--- config.mk ---
export PLATFORM = sky130hd
export DESIGN_NAME = leaf_rank_select_access
export DESIGN_NICKNAME = d
export VERILOG_FILES = /design/src/sv/lrsa_pkg.sv /design/src/sv/lrsa_mem.sv /design/src/sv/leaf_rank_select_access.sv
export VERILOG_INCLUDE_DIRS = /design/src /design/src/sv
export SDC_FILE = /design/constraint.sdc
export NUM_CORES = 1
export LEC_CHECK = 0
export BUFFER_PORTS_ARGS = -buffer_cell sky130_fd_sc_hd__buf_4
export CAP_MARGIN = 0
export CORE_MARGIN = 2
export CORE_UTILIZATION = 55
export DETAILED_ROUTE_END_ITERATION = 6
export GPL_TIMING_DRIVEN = 1
export PLACE_DENSITY = 0.71
export SYNTH_ARGS = -nofsm -noshare
export SYNTH_HDL_FRONTEND = slang
export SYNTH_SLANG_ARGS = --single-unit
--- constraint.sdc ---
create_clock -name clk -period 3.6 [get_ports clk]
set_input_delay 0.54 -clock clk [delete_from_list [all_inputs] [get_ports clk]]
set_output_delay 0.54 -clock clk [all_outputs]
set_load 0.005 [all_outputs]
--- src/sv/leaf_rank_select_access_assert.svh ---
// Assertion macros for the leaf rank/select block.
// Included by the modules that check their own logic; expects clk and arst_n in scope.
`ifndef LEAF_RANK_SELECT_ACCESS_ASSERT_SVH
`define LEAF_RANK_SELECT_ACCESS_ASSERT_SVH

// Same-cycle implication, disabled while reset is asserted.
`define LRSA_ASSERT_IMP(label, ante, cons, msg) \
	label: assert property (@(posedge clk) disable iff (!arst_n) (ante) |-> (cons)) \
		else $error(msg);

// Next-cycle implication, disabled while reset is asserted.
`define LRSA_ASSERT_NXT(label, ante, cons, msg) \
	label: assert property (@(posedge clk) disable iff (!arst_n) (ante) |=> (cons)) \
		else $error(msg);

`endif

--- src/sv/lrsa_pkg.sv ---
// Shared types and constants for the leaf rank/select block.
// Used by lrsa_mem and leaf_rank_select_access; depends on nothing.
package lrsa_pkg;

	// Default leaf depth in symbols.
	localparam int LEAF_MAX_DEF = 64;

	// Fixed field widths.
	localparam int SYM_W = 8;
	localparam int POS_W = 6;
	localparam int OCC_W = 7;
	localparam int VAL_W = 8;

	// Request operation codes.
	typedef enum logic [1:0] {
		OP_LOAD   = 2'd0,
		OP_ACCESS = 2'd1,
		OP_RANK   = 2'd2,
		OP_SELECT = 2'd3
	} op_t;

	// Controller states.
	typedef enum logic [1:0] {
		ST_IDLE   = 2'd0,
		ST_ACCESS = 2'd1,
		ST_SCAN   = 2'd2,
		ST_DRAIN  = 2'd3
	} state_t;

endpackage

--- src/sv/lrsa_mem.sv ---
// Leaf symbol memory: one write port and one read port with registered read data.
// Depends on lrsa_pkg for the symbol width.
module lrsa_mem #(
	parameter int DEPTH = lrsa_pkg::LEAF_MAX_DEF,
	parameter int AW    = 6
) (
	input  logic                     clk,
	input  logic                     we,
	input  logic [AW-1:0]            waddr,
	input  logic [lrsa_pkg::SYM_W-1:0] wdata,
	input  logic [AW-1:0]            raddr,
	output logic [lrsa_pkg::SYM_W-1:0] rdata
);

	logic [lrsa_pkg::SYM_W-1:0] mem_q [DEPTH];

	// Write port.
	always_ff @(posedge clk) begin
		if (we) begin
			mem_q[waddr] <= wdata;
		end
	end

	// Read port with registered read data.
	always_ff @(posedge clk) begin
		rdata <= mem_q[raddr];
	end

endmodule

--- src/sv/leaf_rank_select_access.sv ---
// Top level of the leaf rank/select block: request decode, scan controller and result register.
// Depends on lrsa_pkg, lrsa_mem and leaf_rank_select_access_assert.svh.
//
// Channel   Direction  Handshake            Payload
// request   in         start while !busy    operation, first, symbol, position, occurrence
// result    out        done, one cycle      value, found
//
// A load gives no result and leaves the controller idle.
// Access answers an out-of-range position without a read, otherwise from the leaf memory read.
// Rank scans positions 0 through the clamped position, one symbol per cycle from the single
// read port of the leaf memory.
// Select scans until the match or the end of the leaf.
// Reset empties the leaf at once; the receiver cannot stall, so busy depends only on the
// controller state.
`include "leaf_rank_select_access_assert.svh"

module leaf_rank_select_access #(
	parameter int LEAF_MAX = lrsa_pkg::LEAF_MAX_DEF
) (
	input  logic                       clk,
	input  logic                       arst_n,
	input  logic                       start,
	output logic                       busy,
	input  logic [1:0]                 operation,
	input  logic                       first,
	input  logic [lrsa_pkg::SYM_W-1:0] symbol,
	input  logic [lrsa_pkg::POS_W-1:0] position,
	input  logic [lrsa_pkg::OCC_W-1:0] occurrence,
	output logic                       done,
	output logic [lrsa_pkg::VAL_W-1:0] value,
	output logic                       found
);

	localparam int AW = (LEAF_MAX > 1) ? $clog2(LEAF_MAX) : 1;
	localparam int CW = $clog2(LEAF_MAX + 1);
	localparam int PW = (CW > lrsa_pkg::POS_W) ? CW : lrsa_pkg::POS_W;

	lrsa_pkg::state_t state_q, state_d;
	lrsa_pkg::op_t    op_in, op_q;

	logic [CW-1:0]                count_q;
	logic [lrsa_pkg::SYM_W-1:0]   sym_q;
	logic [AW-1:0]                idx_q, last_q;
	logic [lrsa_pkg::OCC_W-1:0]   left_q;
	logic [lrsa_pkg::VAL_W-1:0]   hits_q;
	logic                         rd_vld_s1, last_s1;
	logic [AW-1:0]                idx_s1;
	logic                         done_q, found_q;
	logic [lrsa_pkg::VAL_W-1:0]   value_q;

	logic                         accept, in_range, count_zero, has_room;
	logic [AW-1:0]                rank_stop, sel_last;
	logic                         match, sel_hit, finish, issue;
	logic                         mem_we;
	logic [AW-1:0]                mem_waddr, mem_raddr;
	logic [lrsa_pkg::SYM_W-1:0]   mem_rdata;
	logic                         res_set, res_found;
	logic [lrsa_pkg::VAL_W-1:0]   res_value;

	// Request decode.
	assign op_in      = lrsa_pkg::op_t'(operation);
	assign accept     = start && (state_q == lrsa_pkg::ST_IDLE);
	assign busy       = (state_q != lrsa_pkg::ST_IDLE);
	assign in_range   = PW'(position) < PW'(count_q);
	assign count_zero = (count_q == '0);
	assign has_room   = count_q < CW'(LEAF_MAX);
	assign sel_last   = AW'(count_q - CW'(1));
	assign rank_stop  = in_range ? AW'(position) : sel_last;

	// Scan compare on the symbol returned by the memory.
	assign match   = (mem_rdata == sym_q);
	assign sel_hit = rd_vld_s1 && (op_q == lrsa_pkg::OP_SELECT) && match
		&& (left_q == lrsa_pkg::OCC_W'(1));
	assign finish  = rd_vld_s1 && (last_s1 || sel_hit);
	assign issue   = (state_q == lrsa_pkg::ST_SCAN) && !sel_hit;

	// Memory port control.
	assign mem_we    = accept && (op_in == lrsa_pkg::OP_LOAD) && (first || has_room);
	assign mem_waddr = first ? '0 : AW'(count_q);
	assign mem_raddr = (state_q == lrsa_pkg::ST_SCAN) ? idx_q : AW'(position);

	lrsa_mem #(
		.DEPTH (LEAF_MAX),
		.AW    (AW)
	) u_mem (
		.clk   (clk),
		.we    (mem_we),
		.waddr (mem_waddr),
		.wdata (symbol),
		.raddr (mem_raddr),
		.rdata (mem_rdata)
	);

	// Next state.
	always_comb begin
		state_d = state_q;
		unique case (state_q)
			lrsa_pkg::ST_IDLE: begin
				if (accept) begin
					unique case (op_in)
						lrsa_pkg::OP_LOAD: state_d = lrsa_pkg::ST_IDLE;
						lrsa_pkg::OP_ACCESS: begin
							if (in_range) state_d = lrsa_pkg::ST_ACCESS;
						end
						lrsa_pkg::OP_RANK: begin
							if (!count_zero) state_d = lrsa_pkg::ST_SCAN;
						end
						lrsa_pkg::OP_SELECT: begin
							if (!count_zero && (occurrence != '0)) state_d = lrsa_pkg::ST_SCAN;
						end
						default: state_d = lrsa_pkg::ST_IDLE;
					endcase
				end
			end
			lrsa_pkg::ST_ACCESS: state_d = lrsa_pkg::ST_IDLE;
			lrsa_pkg::ST_SCAN: begin
				if (sel_hit) state_d = lrsa_pkg::ST_IDLE;
				else if (idx_q == last_q) state_d = lrsa_pkg::ST_DRAIN;
			end
			lrsa_pkg::ST_DRAIN: state_d = lrsa_pkg::ST_IDLE;
			default: state_d = lrsa_pkg::ST_IDLE;
		endcase
	end

	// Result selection: immediate answers, access read, or end of a scan.
	always_comb begin
		res_set   = 1'b0;
		res_value = '0;
		res_found = 1'b0;
		if (accept && (op_in == lrsa_pkg::OP_ACCESS) && !in_range) begin
			res_set = 1'b1;
		end else if (accept && (op_in == lrsa_pkg::OP_RANK) && count_zero) begin
			res_set   = 1'b1;
			res_found = 1'b1;
		end else if (accept && (op_in == lrsa_pkg::OP_SELECT)
				&& (count_zero || (occurrence == '0))) begin
			res_set = 1'b1;
		end else if (state_q == lrsa_pkg::ST_ACCESS) begin
			res_set   = 1'b1;
			res_value = mem_rdata;
			res_found = 1'b1;
		end else if (finish) begin
			res_set = 1'b1;
			if (op_q == lrsa_pkg::OP_RANK) begin
				res_value = hits_q + lrsa_pkg::VAL_W'(match);
				res_found = 1'b1;
			end else if (sel_hit) begin
				res_value = lrsa_pkg::VAL_W'(idx_s1);
				res_found = 1'b1;
			end
		end
	end

	// Control registers.
	always_ff @(posedge clk or negedge arst_n) begin
		if (!arst_n) begin
			state_q   <= lrsa_pkg::ST_IDLE;
			count_q   <= '0;
			rd_vld_s1 <= 1'b0;
			done_q    <= 1'b0;
		end else begin
			state_q   <= state_d;
			rd_vld_s1 <= issue;
			done_q    <= res_set;
			if (accept && (op_in == lrsa_pkg::OP_LOAD)) begin
				if (first) count_q <= CW'(1);
				else if (has_room) count_q <= count_q + CW'(1);
			end
		end
	end

	// Scan and result payload registers.
	always_ff @(posedge clk) begin
		if (accept) begin
			op_q   <= op_in;
			sym_q  <= symbol;
			left_q <= occurrence;
			hits_q <= '0;
			idx_q  <= '0;
			last_q <= (op_in == lrsa_pkg::OP_RANK) ? rank_stop : sel_last;
		end else begin
			if (issue) begin
				idx_q <= idx_q + AW'(1);
			end
			if (rd_vld_s1 && match) begin
				hits_q <= hits_q + lrsa_pkg::VAL_W'(1);
				left_q <= left_q - lrsa_pkg::OCC_W'(1);
			end
		end
		if (issue) begin
			idx_s1  <= idx_q;
			last_s1 <= (idx_q == last_q);
		end
		if (res_set) begin
			value_q <= res_value;
			found_q <= res_found;
		end
	end

	assign done  = done_q;
	assign value = value_q;
	assign found = found_q;

	// Checks on the controller.
	`LRSA_ASSERT_IMP(a_count_bound, 1'b1, count_q <= CW'(LEAF_MAX), "leaf count exceeds depth")
	`LRSA_ASSERT_IMP(a_read_in_scan, rd_vld_s1, (state_q == lrsa_pkg::ST_SCAN) || (state_q == lrsa_pkg::ST_DRAIN), "scan data outside a scan")
	`LRSA_ASSERT_IMP(a_drain_last, state_q == lrsa_pkg::ST_DRAIN, rd_vld_s1 && last_s1, "drain without last symbol")
	`LRSA_ASSERT_NXT(a_first_load, accept && (op_in == lrsa_pkg::OP_LOAD) && first, count_q == CW'(1), "first load did not restart the leaf")

endmodule
==> flow_metrics.tcl <==
set metrics [dict create \
    outcome "complete, no violations" \
    synth_nets 1628 \
    drc 0 \
    holdWs_ns 0.150 \
    cp.required_ns 4.06 \
    critPathLaunchType "flop" \
    synthAdderAreaFrac_pct 0.718 \
    endpoint_kind "flop" \
    grt_max_degree 68 \
    fmax_ghz 0.316 \
    power_frac_clock_pct 33.0 \
    synth_top_family_by_area "multiplexers" \
    dieWidth_um 215 \
    initial_core_util_pct 55.4 \
    post-route-util_pct 63.3 \
    power_density_nw_per_um2 670 \
    gr-total-overflow 0 \
    clk_pin_slew_ns 0.06 \
    cts_made_buffers 57 \
    ys_warn_count 0 \
    swShare_pct 29.8 \
    cap_viol_max_count 0 \
    crit_buf_inv 1 \
    layout-drive-gt1-share_pct 17.6 \
    diodes 0 \
    synth.area.mux_share_pct 9.04 \
    fin_setup_tns_ns 0 \
    hold_viol 0 \
    syn2layout_area_growth_pct 14.2 \
    finalCritPeriodShare_pct 88.0 \
    path_class "flop to flop" \
    vias_per_cell 6.36 \
    wl_per_cell_um 26.6 \
    clk_latency_ns 0.61 \
    routed_wl_um 62300 \
    vias 14897 \
    p_leak_nw 9.48 \
    finalCriticalPeriod_ns 3.17 \
    nNetsFinal 1744 \
    synth_compound_area_share_pct 7.33 \
    grt_util_all_layers_pct 27.2 \
    setup_viol 0 \
    drt_iter0_drc 1986 \
    ys_types 70 \
    cp.arrival_ns 3.63 \
    hp-class "input port to flop" \
    synthesis.area_um2 24400 \
    ys_ff_latch 584 \
    synthArstFlopShare_pct 1.88 \
    clock-sinks 584 \
    place_area_um2 25900 \
    slew-limit-headroom_pct 14.3 \
    core-area_um2 44000 \
    synthTopCellsByArea "edfxtp_1 68%, mux4_2 5.5%, mux2i_1 3.0%" \
    p_sw_mw 5.57 \
    path_delay_family "simple AND/OR/NAND/NOR gates" \
    cts_setup_buffers 0 \
    netlist.area_leader.share_pct 67.8 \
    synth_area_leader_cell "edfxtp_1" \
    p_int_mw 13.1 \
    die_h_um 215 \
    htree_num_levels 2 \
    slowest_delay_ns 0.78 \
    synth_simple_gate_area_share_pct 8.58 \
    routabilityCongestion 0.877 \
    synth.most_common_cell "edfxtp_1" \
    fin_area_um2 27900 \
    synth_xor_area_share_pct 1.51 \
    netlist_instances 1587 \
    ir_drop_mv 0.501 \
    grt_pass1_wl_um 93900 \
    slew_violations 0 \
    post-place-ws_ns 0.476 \
    rsz0062_at_grt "no" \
    setup_slack_ns 0.432 \
    cts_tree "done" \
    netlist_top_cells_count "551 x edfxtp_1, 154 x nand2_1, 138 x nor2_1" \
    cp_max_fo 18 \
    syn_area_per_cell_um2 15.4 \
    antenna_found_initial 2 \
    die-area_um2 46000 \
    clockBufferDepth 3 \
    finalClockSkew_ns 0.0209 \
    synth_edf_count 551 \
    cp_cell_sequence "nor4bb_1, a31oi_2, buf_4, a211oi_1, nor4_1, a2111oi_0, nand4_1" \
    final_antenna_net_count 0 \
    worst_slew_pin_slew_ns 1.29 \
    dr.pass1.iters 5 \
    port_buffers 37 \
    num_rows 77 \
    ys_seq_area_share_pct 70.8 \
    io_pins 38 \
    dp_hpwl_um 39400 \
    root_buffer "clkbuf_16" \
    ys.flop_type "edfxtp_1" \
    grt_pass1_vias 14609 \
    slowest_stage "nor4bb_1" \
    p_seq_share_pct 43.3 \
    pwr-share-comb_pct 23.7 \
]
[worst register-to-register path: stages (launching register included)]
cell	delay, ns
dfrtp_1	0.62
nor4bb_1	0.79
a31oi_2	0.36
buf_4	0.32
a211oi_1	0.23
nor4_1	0.12
a2111oi_0	0.43
nand4_1	0.16
[flip-flops by register name, summed over array words and instances, names as in the netlist, 6 cells and up]
register     cells
hits_q           8
left_q           7
last_q           6
count_q          7
idx_q            6
sym_q            8
u_mem.rdata      8
u_mem.mem_q    512
idx_s1           6
value            8
[per-layer routing]
layer / vias to the layer above / part of all wire (%) / global-route usage, %
li1: 6449 / - / -
met4: 4 / 2.7 / 8.47
met3: 121 / 9.0 / 4.30
met2: 845 / 47 / 42.9
met5: - / 0.042 / 0
met1: 7478 / 41 / 39.6
[cell usage in the layout (no fill, tap or decap), types with 12 or more instances in the layout]
master | netlist | routed
o211a_1 | 20 | 20
a31oi_1 | 22 | 21
edfxtp_1 | 551 | 551
inv_1 | 32 | 32
xor2_1 | 12 | 12
o211ai_1 | 22 | 22
nor2_1 | 138 | 138
mux4_2 | 60 | 60
ha_1 | 14 | 14
a21oi_1 | 42 | 41
mux2i_1 | 73 | 72
nand3_1 | 36 | 36
xnor2_1 | 30 | 30
a211o_1 | 12 | 12
nand2_1 | 154 | 154
a22oi_1 | 30 | 30
o21ai_0 | 14 | 14
clkbuf_16 | 0 | 59
nand2b_1 | 15 | 14
dfxtp_1 | 22 | 21
buf_4 | 8 | 132
a211oi_1 | 27 | 27
nor3_1 | 16 | 16
nand4_1 | 27 | 27
a32oi_1 | 18 | 18
[repair_timing]
item / CTS / global route
hold buffers: 1 / 0
endpoints found under the hold margin: 11 / 0
gates resized for setup: 0 / 0
[cells by family after synthesis]
kind of cell	after synthesis
flip-flops	584
AND/OR/NAND/NOR	445
AO/OA/AOI/OAI	244
multiplexers	144
buffers and inverters	114
XOR/XNOR	42
adder cells (fa/ha/maj)	14
[worst paths after layout]
| kind | start | endpoint | slack, ns | cells past startpoint |
|---|---|---|---|---|
| min in group asynchronous | arst_n | count_q[1] | 0.31 | 2 |
| setup reg to reg | state_q[1] | u_mem.rdata[6] | 0.43 | 7 |
| setup / recovery | state_q[1] | u_mem.rdata[6] | 0.43 | 7 |
| hold / removal | operation[0] | op_q[0] | 0.15 | 1 |
| max in group asynchronous | arst_n | count_q[2] | 3.13 | 2 |
| hold reg to reg | hits_q[7] | hits_q[7] | 0.56 | 2 |
[power groups by stage]
stage                     logic, mW  clock network [mW]  registers (mW)
after floorplan                3.02                   0            8.05
after global placement         4.30                   0            8.22
after detailed placement       4.37                   0            8.23
after CTS                      4.39                6.23            8.08
after global routing           4.73                6.50            8.11
final                          4.43                6.16            8.09
[through the flow]
stage	cells	power [mW]
3_3_place_gp	2235	12.5
4_1_cts	2343	18.7
5_1_grt	2343	19.3
2_1_floorplan	1587	11.1
3_5_place_dp	2235	12.6
6_report	2343	18.7
[final cells by class]
| cell class | count | area, µm² |
|---|---|---|
| repair buffers | 139 | 1120 |
| multi-input cells | 889 | 6680 |
| flip-flops and latches | 584 | 17300 |
| fillers | 3170 | 16200 |
| clock inverters | 37 | 419 |
| well taps | 592 | 741 |
| clock buffers | 70 | 1520 |
| inverters | 32 | 120 |
(Power assumes the default switching activity.)
